**src/gbca_pkg.sv**
```systemverilog
package gbca_pkg;

    localparam int DATA_W    = 32;
    localparam int CFG_IDX_W = 2;
    localparam int SCALE     = 1000;
    localparam int KMUL_W    = 14;
    localparam int PROD_W    = 47;
    localparam int LIMIT_W   = 49;

    localparam logic [CFG_IDX_W-1:0] CFG_CORE_COUNT   = 2'd0;
    localparam logic [CFG_IDX_W-1:0] CFG_IMBALANCE    = 2'd1;
    localparam logic [CFG_IDX_W-1:0] CFG_TOTAL_EDGES  = 2'd2;

    typedef struct packed {
        logic sav_we;
        logic load_we;
        logic clear_sav;
        logic clear_load;
    } store_ctrl_t;

    function automatic logic [DATA_W-1:0] sat32(input logic [DATA_W:0] v);
        return v[DATA_W] ? {DATA_W{1'b1}} : v[DATA_W-1:0];
    endfunction

endpackage

```
**src/gbca_store.sv**
```systemverilog
module gbca_store #(
    parameter int NUM_CORES = 16
) (
    input  logic                         clk,
    input  logic                         rst_n,
    input  gbca_pkg::store_ctrl_t        ctrl,
    input  logic [$clog2(NUM_CORES)-1:0] rd_addr,
    input  logic [$clog2(NUM_CORES)-1:0] wr_addr,
    input  logic [gbca_pkg::DATA_W-1:0]  wdata,
    output logic [gbca_pkg::DATA_W-1:0]  sav_rdata,
    output logic [gbca_pkg::DATA_W-1:0]  load_rdata
);
    import gbca_pkg::*;

    logic [DATA_W-1:0]    sav_mem  [NUM_CORES];
    logic [DATA_W-1:0]    load_mem [NUM_CORES];
    logic [DATA_W-1:0]    sav_rd_reg;
    logic [DATA_W-1:0]    load_rd_reg;
    logic [NUM_CORES-1:0] sav_valid_reg;
    logic [NUM_CORES-1:0] load_valid_reg;
    logic                 sav_vrd_reg;
    logic                 load_vrd_reg;

    always_ff @(posedge clk)
    begin
        if (ctrl.sav_we)
        begin
            sav_mem[wr_addr] <= wdata;
        end
        if (ctrl.load_we)
        begin
            load_mem[wr_addr] <= wdata;
        end
        sav_rd_reg  <= sav_mem[rd_addr];
        load_rd_reg <= load_mem[rd_addr];
    end

    always_ff @(posedge clk or negedge rst_n)
    begin
        if (!rst_n)
        begin
            sav_valid_reg  <= '0;
            load_valid_reg <= '0;
            sav_vrd_reg    <= 1'b0;
            load_vrd_reg   <= 1'b0;
        end
        else
        begin
            sav_vrd_reg  <= sav_valid_reg[rd_addr];
            load_vrd_reg <= load_valid_reg[rd_addr];
            if (ctrl.clear_sav)
            begin
                sav_valid_reg <= '0;
            end
            else if (ctrl.sav_we)
            begin
                sav_valid_reg[wr_addr] <= 1'b1;
            end
            if (ctrl.clear_load)
            begin
                load_valid_reg <= '0;
            end
            else if (ctrl.load_we)
            begin
                load_valid_reg[wr_addr] <= 1'b1;
            end
        end
    end

    assign sav_rdata  = sav_vrd_reg  ? sav_rd_reg  : '0;
    assign load_rdata = load_vrd_reg ? load_rd_reg : '0;

endmodule

```
**src/gbca_seq.sv**
```systemverilog
module gbca_seq #(
    parameter int NUM_CORES    = 16,
    parameter int MAX_ACCESSES = 256
) (
    input  logic                         clk,
    input  logic                         rst_n,
    input  logic                         start,
    output logic                         busy,
    input  logic                         kind,
    input  logic [3:0]                   item_core,
    input  logic                         is_read,
    input  logic [15:0]                  reader_count,
    input  logic [15:0]                  writer_count,
    input  logic                         last_access,
    input  logic [4:0]                   core_count,
    input  logic [15:0]                  imbalance_factor,
    input  logic [31:0]                  total_edges,
    output logic                         done,
    output logic [3:0]                   assigned_core,
    output logic                         no_fit,
    output gbca_pkg::store_ctrl_t        ctrl,
    output logic [$clog2(NUM_CORES)-1:0] rd_addr,
    output logic [$clog2(NUM_CORES)-1:0] wr_addr,
    output logic [gbca_pkg::DATA_W-1:0]  wdata,
    input  logic [gbca_pkg::DATA_W-1:0]  sav_rdata,
    input  logic [gbca_pkg::DATA_W-1:0]  load_rdata
);
    import gbca_pkg::*;

    localparam int CW    = $clog2(NUM_CORES);
    localparam int CNT_W = $clog2(MAX_ACCESSES + 1);
    localparam int EXT_W = 8;
    localparam int KMAX  = (NUM_CORES < 16) ? NUM_CORES : 16;

    typedef enum logic [1:0] {
        S_IDLE,
        S_ACC,
        S_SCAN,
        S_FIN
    } state_t;

    state_t               state_reg;
    logic [3:0]           core_reg;
    logic                 is_read_reg;
    logic [15:0]          readers_reg;
    logic [15:0]          writers_reg;
    logic                 last_reg;
    logic [CNT_W-1:0]     count_reg;
    logic [CNT_W-1:0]     n_reg;
    logic [4:0]           k_reg;
    logic [KMUL_W-1:0]    km_reg;
    logic [LIMIT_W-1:0]   limit_reg;
    logic [4:0]           issue_cnt_reg;
    logic                 p1v_reg;
    logic [3:0]           p1_idx_reg;
    logic                 p2v_reg;
    logic [3:0]           p2_idx_reg;
    logic [PROD_W-1:0]    prod_reg;
    logic [DATA_W-1:0]    p2_sav_reg;
    logic [DATA_W-1:0]    p2_load_reg;
    logic                 found_reg;
    logic [3:0]           best_idx_reg;
    logic [DATA_W-1:0]    best_sav_reg;
    logic [DATA_W-1:0]    best_load_reg;
    logic                 done_reg;
    logic [3:0]           chosen_reg;
    logic                 no_fit_reg;

    logic [EXT_W-1:0]     core_ext;
    logic [EXT_W-1:0]     in_core_ext;
    logic [EXT_W-1:0]     issue_ext;
    logic [EXT_W-1:0]     best_ext;
    logic                 in_range;
    logic [17:0]          weight;
    logic [CNT_W-1:0]     count_next;
    logic [4:0]           k_raw;
    logic [4:0]           k_next;
    logic [16:0]          imb_sum;
    logic [DATA_W:0]      load_plus_n;
    logic                 fits;
    logic                 accept;

    assign accept      = start && (state_reg == S_IDLE);
    assign busy        = (state_reg != S_IDLE);
    assign core_ext    = EXT_W'(core_reg);
    assign in_core_ext = EXT_W'(item_core);
    assign issue_ext   = EXT_W'(issue_cnt_reg);
    assign best_ext    = EXT_W'(best_idx_reg);
    assign in_range    = core_ext < EXT_W'(NUM_CORES);
    assign weight      = is_read_reg ? (18'(writers_reg) + 18'd1)
                                     : (18'(readers_reg) + 18'(writers_reg) + 18'd1);
    assign count_next  = (count_reg < CNT_W'(MAX_ACCESSES)) ? (count_reg + CNT_W'(1))
                                                            : count_reg;
    assign k_raw       = (core_count == 5'd0) ? 5'd1 : core_count;
    assign k_next      = (k_raw > 5'(KMAX)) ? 5'(KMAX) : k_raw;
    assign imb_sum     = 17'(imbalance_factor) + 17'(SCALE);
    assign load_plus_n = (DATA_W+1)'(load_rdata) + (DATA_W+1)'(n_reg);
    assign fits        = LIMIT_W'(prod_reg) < limit_reg;

    always_comb
    begin
        ctrl    = '0;
        rd_addr = '0;
        wr_addr = '0;
        wdata   = '0;
        unique case (state_reg)
            S_IDLE:
            begin
                rd_addr         = in_core_ext[CW-1:0];
                ctrl.clear_sav  = accept && kind;
                ctrl.clear_load = accept && kind;
            end
            S_ACC:
            begin
                ctrl.sav_we = in_range;
                wr_addr     = core_ext[CW-1:0];
                wdata       = sat32((DATA_W+1)'(sav_rdata) + (DATA_W+1)'(weight));
            end
            S_SCAN:
            begin
                rd_addr = issue_ext[CW-1:0];
            end
            S_FIN:
            begin
                ctrl.load_we   = found_reg;
                ctrl.clear_sav = 1'b1;
                wr_addr        = best_ext[CW-1:0];
                wdata          = sat32((DATA_W+1)'(best_load_reg) + (DATA_W+1)'(n_reg));
            end
            default:
            begin
                ctrl = '0;
            end
        endcase
    end

    always_ff @(posedge clk or negedge rst_n)
    begin
        if (!rst_n)
        begin
            state_reg     <= S_IDLE;
            core_reg      <= '0;
            is_read_reg   <= 1'b0;
            readers_reg   <= '0;
            writers_reg   <= '0;
            last_reg      <= 1'b0;
            count_reg     <= '0;
            n_reg         <= '0;
            k_reg         <= 5'd1;
            km_reg        <= '0;
            limit_reg     <= '0;
            issue_cnt_reg <= '0;
            p1v_reg       <= 1'b0;
            p1_idx_reg    <= '0;
            p2v_reg       <= 1'b0;
            p2_idx_reg    <= '0;
            prod_reg      <= '0;
            p2_sav_reg    <= '0;
            p2_load_reg   <= '0;
            found_reg     <= 1'b0;
            best_idx_reg  <= '0;
            best_sav_reg  <= '0;
            best_load_reg <= '0;
            done_reg      <= 1'b0;
            chosen_reg    <= '0;
            no_fit_reg    <= 1'b0;
        end
        else
        begin
            done_reg <= 1'b0;
            unique case (state_reg)
                S_IDLE:
                begin
                    if (accept)
                    begin
                        if (kind)
                        begin
                            count_reg <= '0;
                        end
                        else
                        begin
                            core_reg    <= item_core;
                            is_read_reg <= is_read;
                            readers_reg <= reader_count;
                            writers_reg <= writer_count;
                            last_reg    <= last_access;
                            state_reg   <= S_ACC;
                        end
                    end
                end
                S_ACC:
                begin
                    if (last_reg)
                    begin
                        count_reg     <= '0;
                        n_reg         <= count_next;
                        k_reg         <= k_next;
                        km_reg        <= KMUL_W'(k_next * SCALE);
                        limit_reg     <= LIMIT_W'(imb_sum) * LIMIT_W'(total_edges);
                        issue_cnt_reg <= '0;
                        p1v_reg       <= 1'b0;
                        p2v_reg       <= 1'b0;
                        found_reg     <= 1'b0;
                        state_reg     <= S_SCAN;
                    end
                    else
                    begin
                        count_reg <= count_next;
                        state_reg <= S_IDLE;
                    end
                end
                S_SCAN:
                begin
                    if (issue_cnt_reg < k_reg)
                    begin
                        p1v_reg       <= 1'b1;
                        p1_idx_reg    <= issue_cnt_reg[3:0];
                        issue_cnt_reg <= issue_cnt_reg + 5'd1;
                    end
                    else
                    begin
                        p1v_reg <= 1'b0;
                    end
                    p2v_reg <= p1v_reg;
                    if (p1v_reg)
                    begin
                        prod_reg    <= PROD_W'(load_plus_n) * PROD_W'(km_reg);
                        p2_sav_reg  <= sav_rdata;
                        p2_load_reg <= load_rdata;
                        p2_idx_reg  <= p1_idx_reg;
                    end
                    if (p2v_reg && fits && (!found_reg || (p2_sav_reg > best_sav_reg)))
                    begin
                        found_reg     <= 1'b1;
                        best_idx_reg  <= p2_idx_reg;
                        best_sav_reg  <= p2_sav_reg;
                        best_load_reg <= p2_load_reg;
                    end
                    if ((issue_cnt_reg == k_reg) && !p1v_reg && !p2v_reg)
                    begin
                        state_reg <= S_FIN;
                    end
                end
                S_FIN:
                begin
                    done_reg   <= 1'b1;
                    chosen_reg <= found_reg ? best_idx_reg : 4'd0;
                    no_fit_reg <= !found_reg;
                    state_reg  <= S_IDLE;
                end
                default:
                begin
                    state_reg <= S_IDLE;
                end
            endcase
        end
    end

    assign done          = done_reg;
    assign assigned_core = chosen_reg;
    assign no_fit        = no_fit_reg;

`ifndef SYNTHESIS
    a_done_after_fin: assert property (@(posedge clk) disable iff (!rst_n)
        done |-> $past(state_reg == S_FIN))
        else $error("result strobe without a finished scan");

    a_no_fit_zero: assert property (@(posedge clk) disable iff (!rst_n)
        (done && no_fit) |-> (assigned_core == 4'd0))
        else $error("no_fit with nonzero core");

    a_clear_idle: assert property (@(posedge clk) disable iff (!rst_n)
        (start && !busy && kind) |=> (!busy && !done))
        else $error("clear transaction left the block busy");

    a_issue_bound: assert property (@(posedge clk) disable iff (!rst_n)
        (state_reg == S_SCAN) |-> ((issue_cnt_reg <= k_reg) && (k_reg <= 5'(KMAX))))
        else $error("scan index beyond active cores");

    a_single_write: assert property (@(posedge clk) disable iff (!rst_n)
        !(ctrl.sav_we && ctrl.load_we))
        else $error("both stores written in one cycle");
`endif

endmodule

```
**src/greedy_balanced_core_assign.sv**
```systemverilog
// Greedy balanced core assignment.
// Input channel: one item is taken at a rising edge with start high and
// busy low. kind=0 is an access of the current transaction, kind=1 clears all
// core loads and savings and drops any unfinished transaction.
// An access is accepted and then does one read-modify-write on the savings
// memory. A last access adds a scan of the K active cores through one
// shared multiply/compare stage, one core per cycle through the read (p1) and
// product (p2) stages, plus a commit state. A clear leaves the block idle.
// Result channel: done pulses for exactly one cycle with assigned_core and
// no_fit, in the cycle after the commit; the receiver cannot stall it and the
// block never holds a result back.
// Configuration: cfg_write/cfg_index/cfg_data write the core count (0),
// imbalance_factor (1) or total_edges (2); write only while idle.
// Reset: registers return to 16 cores, imbalance 30, zero edges; all loads,
// savings and the access count read as zero; no clearing pass is needed.
module greedy_balanced_core_assign #(
    parameter int NUM_CORES    = 16,
    parameter int MAX_ACCESSES = 256
) (
    input  logic                           clk,
    input  logic                           rst_n,
    input  logic                           start,
    output logic                           busy,
    input  logic                           kind,
    input  logic [3:0]                     item_core,
    input  logic                           is_read,
    input  logic [15:0]                    reader_count,
    input  logic [15:0]                    writer_count,
    input  logic                           last_access,
    input  logic                           cfg_write,
    input  logic [gbca_pkg::CFG_IDX_W-1:0] cfg_index,
    input  logic [gbca_pkg::DATA_W-1:0]    cfg_data,
    output logic                           done,
    output logic [3:0]                     assigned_core,
    output logic                           no_fit
);
    import gbca_pkg::*;

    localparam int CW = $clog2(NUM_CORES);

    logic [4:0]        core_count_reg;
    logic [15:0]       imbalance_reg;
    logic [31:0]       total_edges_reg;
    store_ctrl_t       ctrl;
    logic [CW-1:0]     rd_addr;
    logic [CW-1:0]     wr_addr;
    logic [DATA_W-1:0] wdata;
    logic [DATA_W-1:0] sav_rdata;
    logic [DATA_W-1:0] load_rdata;

    always_ff @(posedge clk or negedge rst_n)
    begin
        if (!rst_n)
        begin
            core_count_reg   <= 5'd16;
            imbalance_reg    <= 16'd30;
            total_edges_reg  <= '0;
        end
        else if (cfg_write)
        begin
            unique case (cfg_index)
                CFG_CORE_COUNT:   core_count_reg   <= cfg_data[4:0];
                CFG_IMBALANCE:    imbalance_reg    <= cfg_data[15:0];
                CFG_TOTAL_EDGES:  total_edges_reg  <= cfg_data[31:0];
                default:
                begin
                    core_count_reg <= core_count_reg;
                end
            endcase
        end
    end

    gbca_seq #(
        .NUM_CORES    (NUM_CORES),
        .MAX_ACCESSES (MAX_ACCESSES)
    ) u_seq (
        .clk              (clk),
        .rst_n            (rst_n),
        .start            (start),
        .busy             (busy),
        .kind             (kind),
        .item_core        (item_core),
        .is_read          (is_read),
        .reader_count     (reader_count),
        .writer_count     (writer_count),
        .last_access      (last_access),
        .core_count       (core_count_reg),
        .imbalance_factor (imbalance_reg),
        .total_edges      (total_edges_reg),
        .done             (done),
        .assigned_core    (assigned_core),
        .no_fit           (no_fit),
        .ctrl             (ctrl),
        .rd_addr          (rd_addr),
        .wr_addr          (wr_addr),
        .wdata            (wdata),
        .sav_rdata        (sav_rdata),
        .load_rdata       (load_rdata)
    );

    gbca_store #(
        .NUM_CORES (NUM_CORES)
    ) u_store (
        .clk        (clk),
        .rst_n      (rst_n),
        .ctrl       (ctrl),
        .rd_addr    (rd_addr),
        .wr_addr    (wr_addr),
        .wdata      (wdata),
        .sav_rdata  (sav_rdata),
        .load_rdata (load_rdata)
    );

endmodule

```
**config.mk**
```make
export PLATFORM = sky130hd
export DESIGN_NAME = greedy_balanced_core_assign
export DESIGN_NICKNAME = d
export VERILOG_FILES = /design/src/gbca_pkg.sv /design/src/gbca_store.sv /design/src/gbca_seq.sv /design/src/greedy_balanced_core_assign.sv
export SDC_FILE = /design/constraint.sdc
export NUM_CORES = 2
export LEC_CHECK = 0
export BUFFER_PORTS_ARGS = -buffer_cell sky130_fd_sc_hd__buf_2
export CAP_MARGIN = 5
export CORE_ASPECT_RATIO = 1.4
export CORE_MARGIN = 8
export CORE_UTILIZATION = 70
export CTS_BUF_LIST = sky130_fd_sc_hd__clkbuf_8
export DETAILED_ROUTE_END_ITERATION = 8
export GPL_ROUTABILITY_DRIVEN = 1
export PLACE_DENSITY = 0.87
export SYNTH_ARGS = -nofsm -noshare
export SYNTH_HDL_FRONTEND = slang
export SYNTH_SLANG_ARGS = --single-unit
```
**constraint.sdc**
```tcl
create_clock -name clk -period 24.3 [get_ports clk]
set_clock_uncertainty 0.15 [all_clocks]
set_input_delay 4.86 -clock clk [delete_from_list [all_inputs] [get_ports clk]]
set_output_delay 4.86 -clock clk [all_outputs]
set_load 0.01 [all_outputs]
```
==> flow_summary.yaml <==
run:
  cap_violations: 0
hold_path:
  hp-class: "reg -> reg"
  hold_depth: 2
  worstHoldEndpoint: "u_seq.k_reg[0]"
  hp-start: "u_seq.k_reg[0]"
worst_setup_path:
  cpMostUsedCell: "fa_1"
  cp_slowest_cell: "xor2_1"
  reg2reg_to: "u_seq.prod_reg[44]"
  reg2reg_depth: 34
  reg2reg_slack_ns: 14.52
  worstSetupPathType: "reg -> reg"
  crit_path_end_kind: "register"
  critPathRequiredTime_ns: 24.98
  cp-start-kind: "register"
  crit_fanout: 70
  cp.arrival_ns: 10.46
  slowest_delay_ns: 0.65
  r2r-start: "u_store.load_vrd_reg"
timing:
  setup_tns_ns: 0
  fmax_ghz: 0.102
  rsz0062_at_grt: "false"
  period_share_pct: 40.2
  min_period_ns: 9.78
  tightest_slew_ns: 1.42
  setup_viol: 0
  setup_ws_ns: 14.52
  drv_slew: 0
  hold_viol: 0
  slew_headroom_pct: 4.78
synthesis:
  synth_cell_types: 89
  ys_warn_count: 0
  ys_seq_area_share_pct: 45.7
  syn_avg_cell_area_sq_um: 12.1
  syn_inst: 7655
  synth_edf_count: 1024
  ys_async_sr_fraction_pct: 27.2
  synth_seq_cells: 1495
  synth_area_sq_mm: 0.0924
  synth_fp_nets: 8837
  synth_flop_cell: "edfxtp_1"
route:
  drt-total-wl_mm: 241
  ant_nets: 0
  remaining_drc_errors: 0
  dr.pass1.iters: 6
  wire_per_inst_um: 25.1
  via_per_inst: 6.39
  drt-initial-drc-count: 5632
  num_vias: 61300
cts:
  worstSkewPairLatency_ns: 0.95
  cts_made_buffers: 208
  path_clk_slew_ns: 0.07
  htreeDepth: 4
  holdBufCountCts: 0
  tritoncts: "yes"
  clock_path_buffers: 3
  clock-root-buffer: "clkbuf_8"
  postCtsSetupRepairBufs: 0
  cts_resized: 0
  cts.sinks: 1495
placement:
  gp_congestion: 0.952
  dp_slack_ns: 14.72
  port_buffers: 83
  place_hpwl_mm: 163
global_route:
  grt_pass1_vias: 66700
  overflow: 0
  grt_max_degree: 156
  antenna_found_initial: 11
  track_usage_pct: 34.0
  grt_pass1_wl_mm: 372
die:
  dieArea_sq_mm: 0.144
  initial_utilization_pct: 70.6
  die_w_um: 323
  fp.dieH_um: 446
  fp.coreArea_sq_mm: 0.131
  ios: 84
  rows: 157
finish:
  final_nets: 8854
  n_fill_cell: 7880
  areaGrowthSynthToFinish_pct: 7.15
  final-seq-area_sq_mm: 0.0422
  drive_above_1_share_pct: 13.5
  multi_input_area_sq_mm: 0.0453
outcome:
  outcome: "complete, no violations"
critical path: cells and delay by family, from the launching register on:
kind / cells / cell delay (ns)
adder cells (fa/ha/maj): 8 / 3.50
flip-flops: 1 / 0.35
AO/OA/AOI/OAI: 15 / 3.22
AND/OR/NAND/NOR: 4 / 0.83
XOR/XNOR: 2 / 0.80
buffers and inverters: 5 / 0.76
area by class of cell:
class | instances | share of cell area (%)
multi-input combinational | 4772 | 45.8
sequential | 1495 | 42.7
inverter | 985 | 3.74
clock buffer | 228 | 3.17
tap | 1749 | 2.21
timing repair buffer | 210 | 1.45
clock inverter | 160 | 0.917
antenna | 8 | 0.0202
routing by layer:
| layer | track usage [%] | vias to the layer above | share of wire (%) |
|---|---|---|---|
| li1 | - | 25900 | - |
| met1 | 37.6 | 30700 | 33 |
| met2 | 58.1 | 3608 | 51 |
| met3 | 6.23 | 1126 | 8.2 |
| met4 | 26.0 | 2 | 8.6 |
| met5 | 0 | - | 0.0050 |
cell usage after synthesis (54+ instances only):
cell type,number,area share (%)
nand3_1,80,0.43
fa_1,741,16
dfrtp_1,401,11
a31oi_1,76,0.51
inv_1,985,4.0
ha_1,364,4.9
and2_1,335,2.3
a211oi_1,81,0.66
xnor2_1,128,1.2
mux2_2,201,2.5
xor2_1,94,0.89
nor2_1,196,0.80
mux4_2,264,6.4
nand2_1,1111,4.5
a21o_1,101,0.82
edfxtp_1,1024,33
nor3_1,54,0.29
a21oi_1,167,0.91
nand4_1,59,0.40
dfxtp_1,64,1.4
clkbuf_1,323,1.3
o21ai_0,287,1.6
cells by family after synthesis:
family | count (synthesis) | synth area share [%]
flip-flops | 1495 | 45.7
XOR/XNOR | 222 | 2.11
other | 1 | 0.00406
AO/OA/AOI/OAI | 903 | 6.11
adder cells (fa/ha/maj) | 1105 | 21.0
AND/OR/NAND/NOR | 2070 | 10.4
multiplexers | 471 | 8.95
buffers and inverters | 1388 | 5.70
per-stage QoR:
step	std cells	hold slack (ns)	cell area, sq um	util (%)
final	9607	0.320	99000	75.6
after global routing	9603	0.331	98900	75.6
after CTS	9599	0.321	98900	75.6
after detailed placement	9211	0.312	94900	72.5
after global placement	9209	0.308	94900	72.5
after floorplan	7655	0.290	92400	-
layout by cell type (no fill, tap or decap), drive strengths merged, types with 18 or more instances in the layout:
cell type / synthesis / routed
edfxtp: 1024 / 1024
o211ai: 18 / 18
and2: 340 / 340
inv: 985 / 1048
o21ai: 301 / 301
buf: 78 / 210
clkbuf: 325 / 228
o21a: 47 / 47
clkinv: 0 / 86
nand3: 80 / 80
dfxtp: 64 / 64
mux4: 264 / 264
mux2: 201 / 201
a21oi: 168 / 168
ha: 364 / 364
nor3: 55 / 55
fa: 741 / 741
nor2b: 53 / 53
or3: 22 / 22
nand2: 1111 / 1111
and3: 52 / 52
nand4: 59 / 59
a211oi: 82 / 82
dfrtp: 401 / 401
xnor2: 128 / 128
nand2b: 51 / 51
nor2: 196 / 196
xor2: 94 / 94
a21o: 102 / 102
a31oi: 76 / 76
o21bai: 18 / 18
worst max path at each step:
stage,cells after the start,to,slack (ns),startpoint
floorplan,36,u_seq.prod_reg[39],15.48,u_store.load_vrd_reg
global placement,31,u_seq.prod_reg[46],15.19,u_store.load_vrd_reg
detailed placement,34,u_seq.prod_reg[44],14.72,u_store.load_vrd_reg
CTS,34,u_seq.prod_reg[44],14.66,u_store.load_vrd_reg
global route,34,u_seq.prod_reg[44],14.06,u_store.load_vrd_reg
finish,34,u_seq.prod_reg[44],14.52,u_store.load_vrd_reg
Power is left out: the tool's default activity adds up to more than one toggle a clock period on the data nets, which glitch-free logic cannot reach.
